[config.mk]
export PLATFORM = sky130hd
export DESIGN_NAME = sorted_priority_queue
export DESIGN_NICKNAME = d
export VERILOG_FILES = /design/src/hw/rtl/spq_pkg.sv /design/src/hw/rtl/spq_cell.sv /design/src/hw/rtl/sorted_priority_queue.sv
export VERILOG_INCLUDE_DIRS = /design/src /design/src/hw/rtl
export SDC_FILE = /design/constraint.sdc
export NUM_CORES = 2
export LEC_CHECK = 0
export BUFFER_PORTS_ARGS = -buffer_cell sky130_fd_sc_hd__buf_2
export CORE_MARGIN = 5
export CORE_UTILIZATION = 64
export DETAILED_ROUTE_END_ITERATION = 10
export PLACE_DENSITY = 0.79
export SYNTH_ARGS = -nofsm -noshare
export SYNTH_HDL_FRONTEND = slang
export SYNTH_SLANG_ARGS = --single-unit
[constraint.sdc]
create_clock -name clk -period 22.8 [get_ports clk]
set_input_delay 2.28 -clock clk [delete_from_list [all_inputs] [get_ports clk]]
set_output_delay 2.28 -clock clk [all_outputs]
set_load 0.05 [all_outputs]
[src/hw/rtl/assert_macros.svh]
// Assertion helpers shared by the RTL. Each assertion is clocked on clk and
// held off while rst_n is low.
`ifndef ASSERT_MACROS_SVH
`define ASSERT_MACROS_SVH

// Same-cycle implication.
`define SPQ_ASSERT(lbl, ante, cons) \
  lbl: assert property (@(posedge clk) disable iff (!rst_n) (ante) |-> (cons)) \
    else $error("assertion failed");

// Next-cycle implication.
`define SPQ_ASSERT_NEXT(lbl, ante, cons) \
  lbl: assert property (@(posedge clk) disable iff (!rst_n) (ante) |=> (cons)) \
    else $error("assertion failed");

`endif

[src/hw/rtl/spq_pkg.sv]
package spq_pkg;

  localparam int CAPACITY = 16;
  localparam int KEY_BITS = 64;
  localparam int CNT_W    = $clog2(CAPACITY + 1);

  typedef enum logic {
    KIND_ENQ = 1'b0,
    KIND_EXT = 1'b1
  } kind_t;

  typedef struct packed {
    kind_t       kind;
    logic [63:0] key;
  } in_item_t;

  typedef struct packed {
    logic [63:0] out_key;
    logic        was_empty;
    logic        rejected_full;
    logic [4:0]  entry_count;
    logic [63:0] min_key;
    logic        queue_empty;
  } out_item_t;

  // Operation broadcast to every cell; enq/deq are already qualified.
  typedef struct packed {
    logic                enq;
    logic                deq;
    logic [KEY_BITS-1:0] key;
  } op_t;

endpackage

[src/hw/rtl/spq_cell.sv]
module spq_cell (
  input  logic                         clk,
  input  spq_pkg::op_t                 op,
  input  logic                         occ,
  input  logic [spq_pkg::KEY_BITS-1:0] left_key,
  input  logic                         left_le,
  input  logic [spq_pkg::KEY_BITS-1:0] right_key,
  output logic [spq_pkg::KEY_BITS-1:0] key_q,
  output logic [spq_pkg::KEY_BITS-1:0] key_nxt,
  output logic                         le
);

  logic [spq_pkg::KEY_BITS-1:0] key_r;

  // Entry stays in front of the new key (ties keep arrival order).
  assign le = occ && (key_r <= op.key);

  always_comb begin
    key_nxt = key_r;
    if (op.enq) begin
      if (!le) begin
        key_nxt = left_le ? op.key : left_key;
      end
    end else if (op.deq) begin
      key_nxt = right_key;
    end
  end

  always_ff @(posedge clk) begin
    key_r <= key_nxt;
  end

  assign key_q = key_r;

endmodule

[src/hw/rtl/sorted_priority_queue.sv]
// sorted_priority_queue: min-priority queue held as a sorted row of cells.
// A result is registered in the output register, or in the skid register while the output is stalled.
// Throughput: 1 item per cycle while in_stall is low; every cell updates in parallel each cycle.
// A two-entry output buffer lets one more item in while a result is stalled.
// Reset clears the entry count and the output buffer; stored keys are not
// cleared (only positions below the count are ever read).
`include "assert_macros.svh"

module sorted_priority_queue (
  input  logic               clk,
  input  logic               rst_n,
  input  logic               in_valid,
  output logic               in_stall,
  input  spq_pkg::in_item_t  in_data,
  output logic               out_valid,
  input  logic               out_stall,
  output spq_pkg::out_item_t out_data
);

  localparam int CAP = spq_pkg::CAPACITY;
  localparam int KW  = spq_pkg::KEY_BITS;
  localparam int CW  = spq_pkg::CNT_W;

  // ---------------------------------------------------------------------
  // Entry count and operation decode
  // ---------------------------------------------------------------------
  logic [CW-1:0] count_r, count_nxt;
  logic          accept, is_enq, full, empty;
  spq_pkg::op_t  op;

  assign accept = in_valid && !in_stall;
  assign is_enq = (in_data.kind == spq_pkg::KIND_ENQ);
  assign full   = (count_r == CW'(CAP));
  assign empty  = (count_r == '0);

  always_comb begin
    op.enq = accept && is_enq && !full;
    op.deq = accept && !is_enq && !empty;
    op.key = in_data.key[KW-1:0];   // high bits beyond KEY_BITS dropped
  end

  always_comb begin
    count_nxt = count_r;
    if (op.enq) begin
      count_nxt = count_r + 1'b1;
    end else if (op.deq) begin
      count_nxt = count_r - 1'b1;
    end
  end

  always_ff @(posedge clk) begin
    if (!rst_n) begin
      count_r <= '0;
    end else begin
      count_r <= count_nxt;
    end
  end

  // ---------------------------------------------------------------------
  // Cell row. Cell 0 holds the minimum. On enqueue each cell keeps its key,
  // takes the new key, or takes its left neighbor's key (shift toward the
  // tail). On extract every cell takes its right neighbor's key; the tail cell takes zero.
  // ---------------------------------------------------------------------
  logic [KW-1:0] cell_key     [CAP];
  logic [KW-1:0] cell_key_nxt [CAP];
  logic          cell_le      [CAP];

  for (genvar i = 0; i < CAP; i++) begin : g_cell
    logic [KW-1:0] lk, rk;
    logic          ll, oc;

    if (i == 0) begin : g_head
      assign lk = op.key;   // head cell takes the new key directly
      assign ll = 1'b0;
    end else begin : g_body
      assign lk = cell_key[i-1];
      assign ll = cell_le[i-1];
    end

    if (i == CAP - 1) begin : g_tail
      assign rk = '0;
    end else begin : g_mid
      assign rk = cell_key[i+1];
    end

    assign oc = (count_r > CW'(i));

    spq_cell u_cell (
      .clk       (clk),
      .op        (op),
      .occ       (oc),
      .left_key  (lk),
      .left_le   (ll),
      .right_key (rk),
      .key_q     (cell_key[i]),
      .key_nxt   (cell_key_nxt[i]),
      .le        (cell_le[i])
    );
  end

  // ---------------------------------------------------------------------
  // Result of the accepted item
  // ---------------------------------------------------------------------
  spq_pkg::out_item_t res;

  always_comb begin
    res.out_key       = op.deq ? 64'(cell_key[0]) : 64'd0;
    res.was_empty     = !is_enq && empty;
    res.rejected_full = is_enq && full;
    res.entry_count   = 5'(count_nxt);
    res.min_key       = (count_nxt != '0) ? 64'(cell_key_nxt[0]) : 64'd0;
    res.queue_empty   = (count_nxt == '0);
  end

  // ---------------------------------------------------------------------
  // Output buffer: main register plus skid. Input stalls only when the
  // skid is occupied, so the stall is a pure register output.
  // ---------------------------------------------------------------------
  logic               out_v_r, skid_v_r, pop;
  spq_pkg::out_item_t out_d_r, skid_d_r;

  assign pop      = out_v_r && !out_stall;
  assign in_stall = skid_v_r;

  always_ff @(posedge clk) begin
    if (!rst_n) begin
      out_v_r  <= 1'b0;
      skid_v_r <= 1'b0;
    end else begin
      if (skid_v_r) begin
        if (pop) begin
          out_v_r  <= 1'b1;
          skid_v_r <= 1'b0;
        end
      end else if (accept) begin
        if (!out_v_r || pop) begin
          out_v_r <= 1'b1;
        end else begin
          skid_v_r <= 1'b1;
        end
      end else if (pop) begin
        out_v_r <= 1'b0;
      end
    end
  end

  always_ff @(posedge clk) begin
    if (skid_v_r) begin
      if (pop) begin
        out_d_r <= skid_d_r;
      end
    end else if (accept) begin
      if (!out_v_r || pop) begin
        out_d_r <= res;
      end else begin
        skid_d_r <= res;
      end
    end
  end

  assign out_valid = out_v_r;
  assign out_data  = out_d_r;

  // ---------------------------------------------------------------------
  // Checks
  // ---------------------------------------------------------------------
  `SPQ_ASSERT(a_count_max, 1'b1, count_r <= CW'(CAP))
  `SPQ_ASSERT(a_skid_behind_out, skid_v_r, out_v_r)
  `SPQ_ASSERT(a_head_sorted, count_r >= CW'(2), cell_key[0] <= cell_key[1])
  `SPQ_ASSERT_NEXT(a_enq_grows, op.enq, count_r == $past(count_r) + 1'b1)

endmodule
==> metrics.md <==
| Metric | Value |
|---|---|
| Clock-pin slew on the worst setup and hold paths | 60 ps |
| Crit-path cells | buf_2, inv_1, buf_4, ha_1, nand4_1, or2_2, nor3_1, nand3_1, a21oi_1, or4_4, a21oi_1, o21ai_4, buf_4 |
| Yosys cell types | 80 |
| Compound-Gate Fraction of Synth Area | 0.156 |
| Register area share after synthesis | 0.433 |
| R2R depth | 10 |
| Status | finished clean |
| CP Max Fanout | 38 |
| Top area cells in the synthesized netlist | edfxtp_1 42%, ha_1 15%, mux2i_1 5.8%, nand2_1 4.2%, nor3_1 4.1% |
| Top Usage Layer GRT | met2 |
| Initial antenna violation count | 13 |
| R2r endpoint | g_cell[10].u_cell.key_q[31] |
| F_max | 0.120 GHz |
| DPL Wire Length | 221,000 um |
| Worst-Skew Late Latency | 820 ps |
| Min-delay worst type | reg -> reg |
| Leading area contributor after synthesis | edfxtp_1 |
| Cell with the most instances after synthesis | edfxtp_1 |
| Post-DR wirelength/cell | 30.5 um |
| Routability cong. | 1.01 |
| Static Leakage | 38.8 nW |
| Area of the die | 146,000 um2 |
| Tcrit/Tclk final | 0.366 |
| Critical path class | in -> reg |
| Drt total wl | 332,000 um |
| Crit path buffers/inverters | 4 |
| Slew headroom | 0.0826 |
| Vias per Instance | 7.34 |
| Power Density | 92.6 nW/um2 |
| First-pass GRT wire length | 490,000 um |
| Unrepaired setup endpoints after global routing | no |
| Number of synthesized flops with an enable pin | 1,232 |
| Vias post-DR | 79,800 |
| Fraction of layout cells with a size suffix above 1 | 0.0797 |
| Simple-Gate Fraction of Synth Area | 0.161 |
| CTS Buffer Depth | 3 |
| Fin nets | 10,100 |
| DRT iter0 DRCs | 12,100 |
| Most frequent cells after synthesis | 1,232 x edfxtp_1, 1,029 x ha_1, 995 x nand2_1 |
| # rows | 136 |
| Post-cts resize count | 0 |
| Post CTS Setup Buffer Count | 0 |
| Async S/R FF share, synth | 0 |
| Post-Syn Instances | 9,108 |
| Main synth FF type | edfxtp_1 |
| Aggregate global-route resource usage | 0.440 |
| CP Launch Point | in_data[59] |
| Crit end category | register |
| Met1 usage | 0.559 |
| Number of buffers created by CTS | 147 |
| Largest net degree at the start of global routing | 253 |
| Vias in the first global route | 77,300 |
| Post-detailed-route count of antenna-violating nets | 0 |
| Area post-placement | 90,800 um2 |
| Largest delay contributor family on the critical path | simple AND/OR/NAND/NOR gates |
| Number of synthesized register bits | 1,303 |
| PortBufs | 206 |
| Avg Inst Size Synth | 9.73 um2 |
| Syn nets | 10,200 |
| Layout fillers | 10,400 |
| Syn-to-layout area delta | 7.84% |
| Actual slew at the worst max-slew pin | 1370 ps |
| Hold Startpoint | skid_d_r[89] |
| Top-area cell type share of the netlist area | 0.417 |
| Initial core utilization | 0.645 |
| Die H | 382 um |
| CTS Hold Bufs | 0 |
| Ys Warns | 0 |
| Final max-slew violation count | 0 |
| Final min period | 8350 ps |
| Root buf cell | clkbuf_16 |
| Worst endpoint required time | 23,240 ps |
| Core area | 137,000 um2 |
| H-tree Lvls | 4 |
| CTS tree | built |
| DIE WIDTH | 382 um |
| Crit path max-delay cell type | nor3_1 |
| DR DRC count | 0 |
| Met3 GRT Util | 0.126 |
| Mux share of post-synthesis cell area | 0.0667 |
| Io pins | 207 |
| Reg2Reg Setup Slack | 16,130 ps |
| CTS sink count | 1,303 |
| Grt ovf | 0 |
| Clk_skew | 33.0 ps |
| Worst Setup Start Kind | input pin |
| Initial DRT Pass Iterations | 9 |
| Max Cap Viol | 0 |
| Endpoints failing setup | 0 |
| Maximum vdd drop | 0.0947 mV |
| Main combinational cell family by area after synthesis | simple AND/OR/NAND/NOR gates |
| GR Layer Usage met2 | 0.647 |
| Design area | 95,600 um2 |
| Post-Synth Adder-Cell Area | 0.145 |
| Worst hold stages | 1 |
| Final TNS setup | 0 ps |
| Number of failing hold endpoints at the final stage | 0 |
| RR Startpoint | g_cell[10].u_cell.key_q[62] |
| Post-Syn Area | 88,700 um2 |
| Crit path DAT | 8790 ps |
| Post-synthesis xor/xnor area fraction | 0.000296 |
| Delay of the slowest cell on the worst path | 1090 ps |
| Min-Delay Endpoint | out_data[89] |
==> cells in the final DEF (no fill, tap or decap), drive strengths merged, types with 183 or more instances in the layout <==
cell type | Yosys | layout
clkbuf | 490 | 199
nor3 | 734 | 734
nand2 | 995 | 995
ha | 1029 | 1029
a21o | 282 | 282
nand4 | 207 | 207
mux2i | 512 | 512
nor2 | 804 | 804
a21oi | 590 | 590
edfxtp | 1232 | 1232
o21ai | 656 | 656
nand3 | 183 | 183
buf | 184 | 370
==> state kept, by name (all words and copies together), names as in the netlist <==
| register | count |
|---|---|
| in_stall | 1 |
| skid_d_r | 136 |
| out_valid | 1 |
| g_cell.u_cell.key_q | 1024 |
| count_r | 5 |
| out_data | 136 |
==> metrics by stage <==
stage          hold slack (ps)  std cells  utilization  setup WS (ps)  total power [mW]
4_1_cts                    519      10900        0.695          14970              8.74
3_3_place_gp               507      10600        0.660          14020              6.21
6_report                   524      10900        0.695          14450              8.85
3_5_place_dp               509      10600        0.661          14170              6.34
2_1_floorplan              498       9108            -          12980              5.38
5_1_grt                    533      10900        0.695          14740              9.18
==> report_power, final <==
part	internal [mW]	switching, mW
combinational	0.889	1.91
clock	1.37	1.05
sequential	3.22	0.413
==> worst reg2reg max path, stage by stage (launching register included) <==
cell and delay [ps]:
edfxtp_1 500, ha_1 360, nand4_1 110, or2_2 340
nor3_1 1090, nand3_1 480, a21oi_1 650, or4_4 640
a21oi_1 230, o21ai_4 1010, buf_4 800
==> area by class of cell <==
class	count	area, um2	area share
multi-input cells	7030	47500	0.496
well taps	1794	2240	0.0235
inverters	101	379	0.00397
repair buffers	370	2310	0.0242
flip-flops and latches	1303	38400	0.402
clock buffers	199	4110	0.0430
clock inverters	72	653	0.00683
diodes	8	20.0	0.000209
==> layer usage <==
layer / vias to the layer above / part of all wire
met5: - / 0.00028
met4: 12 / 0.088
met3: 1562 / 0.14
met2: 6331 / 0.42
met1: 37700 / 0.35
li1: 34200 / -
==> worst max path at each step <==
stage / endpoint / slack, ps / cells after the start
6_report: g_cell[10].u_cell.key_q[31] / 14450 / 13
5_1_grt: g_cell[2].u_cell.key_q[47] / 14740 / 14
4_1_cts: g_cell[10].u_cell.key_q[46] / 14970 / 13
3_5_place_dp: g_cell[10].u_cell.key_q[41] / 14170 / 13
3_3_place_gp: out_data[15] / 14020 / 14
2_1_floorplan: g_cell[10].u_cell.key_q[0] / 12980 / 13
==> cells by family (layout without fill, tap and decap cells) <==
kind of cell | Yosys count | count (layout)
AO/OA/AOI/OAI | 2245 | 2245
other | 0 | 8
flip-flops | 1303 | 1303
XOR/XNOR | 3 | 3
adder cells (fa/ha/maj) | 1029 | 1029
AND/OR/NAND/NOR | 3171 | 3171
multiplexers | 582 | 582
buffers and inverters | 775 | 742
Power figures use the tool's default switching activity.
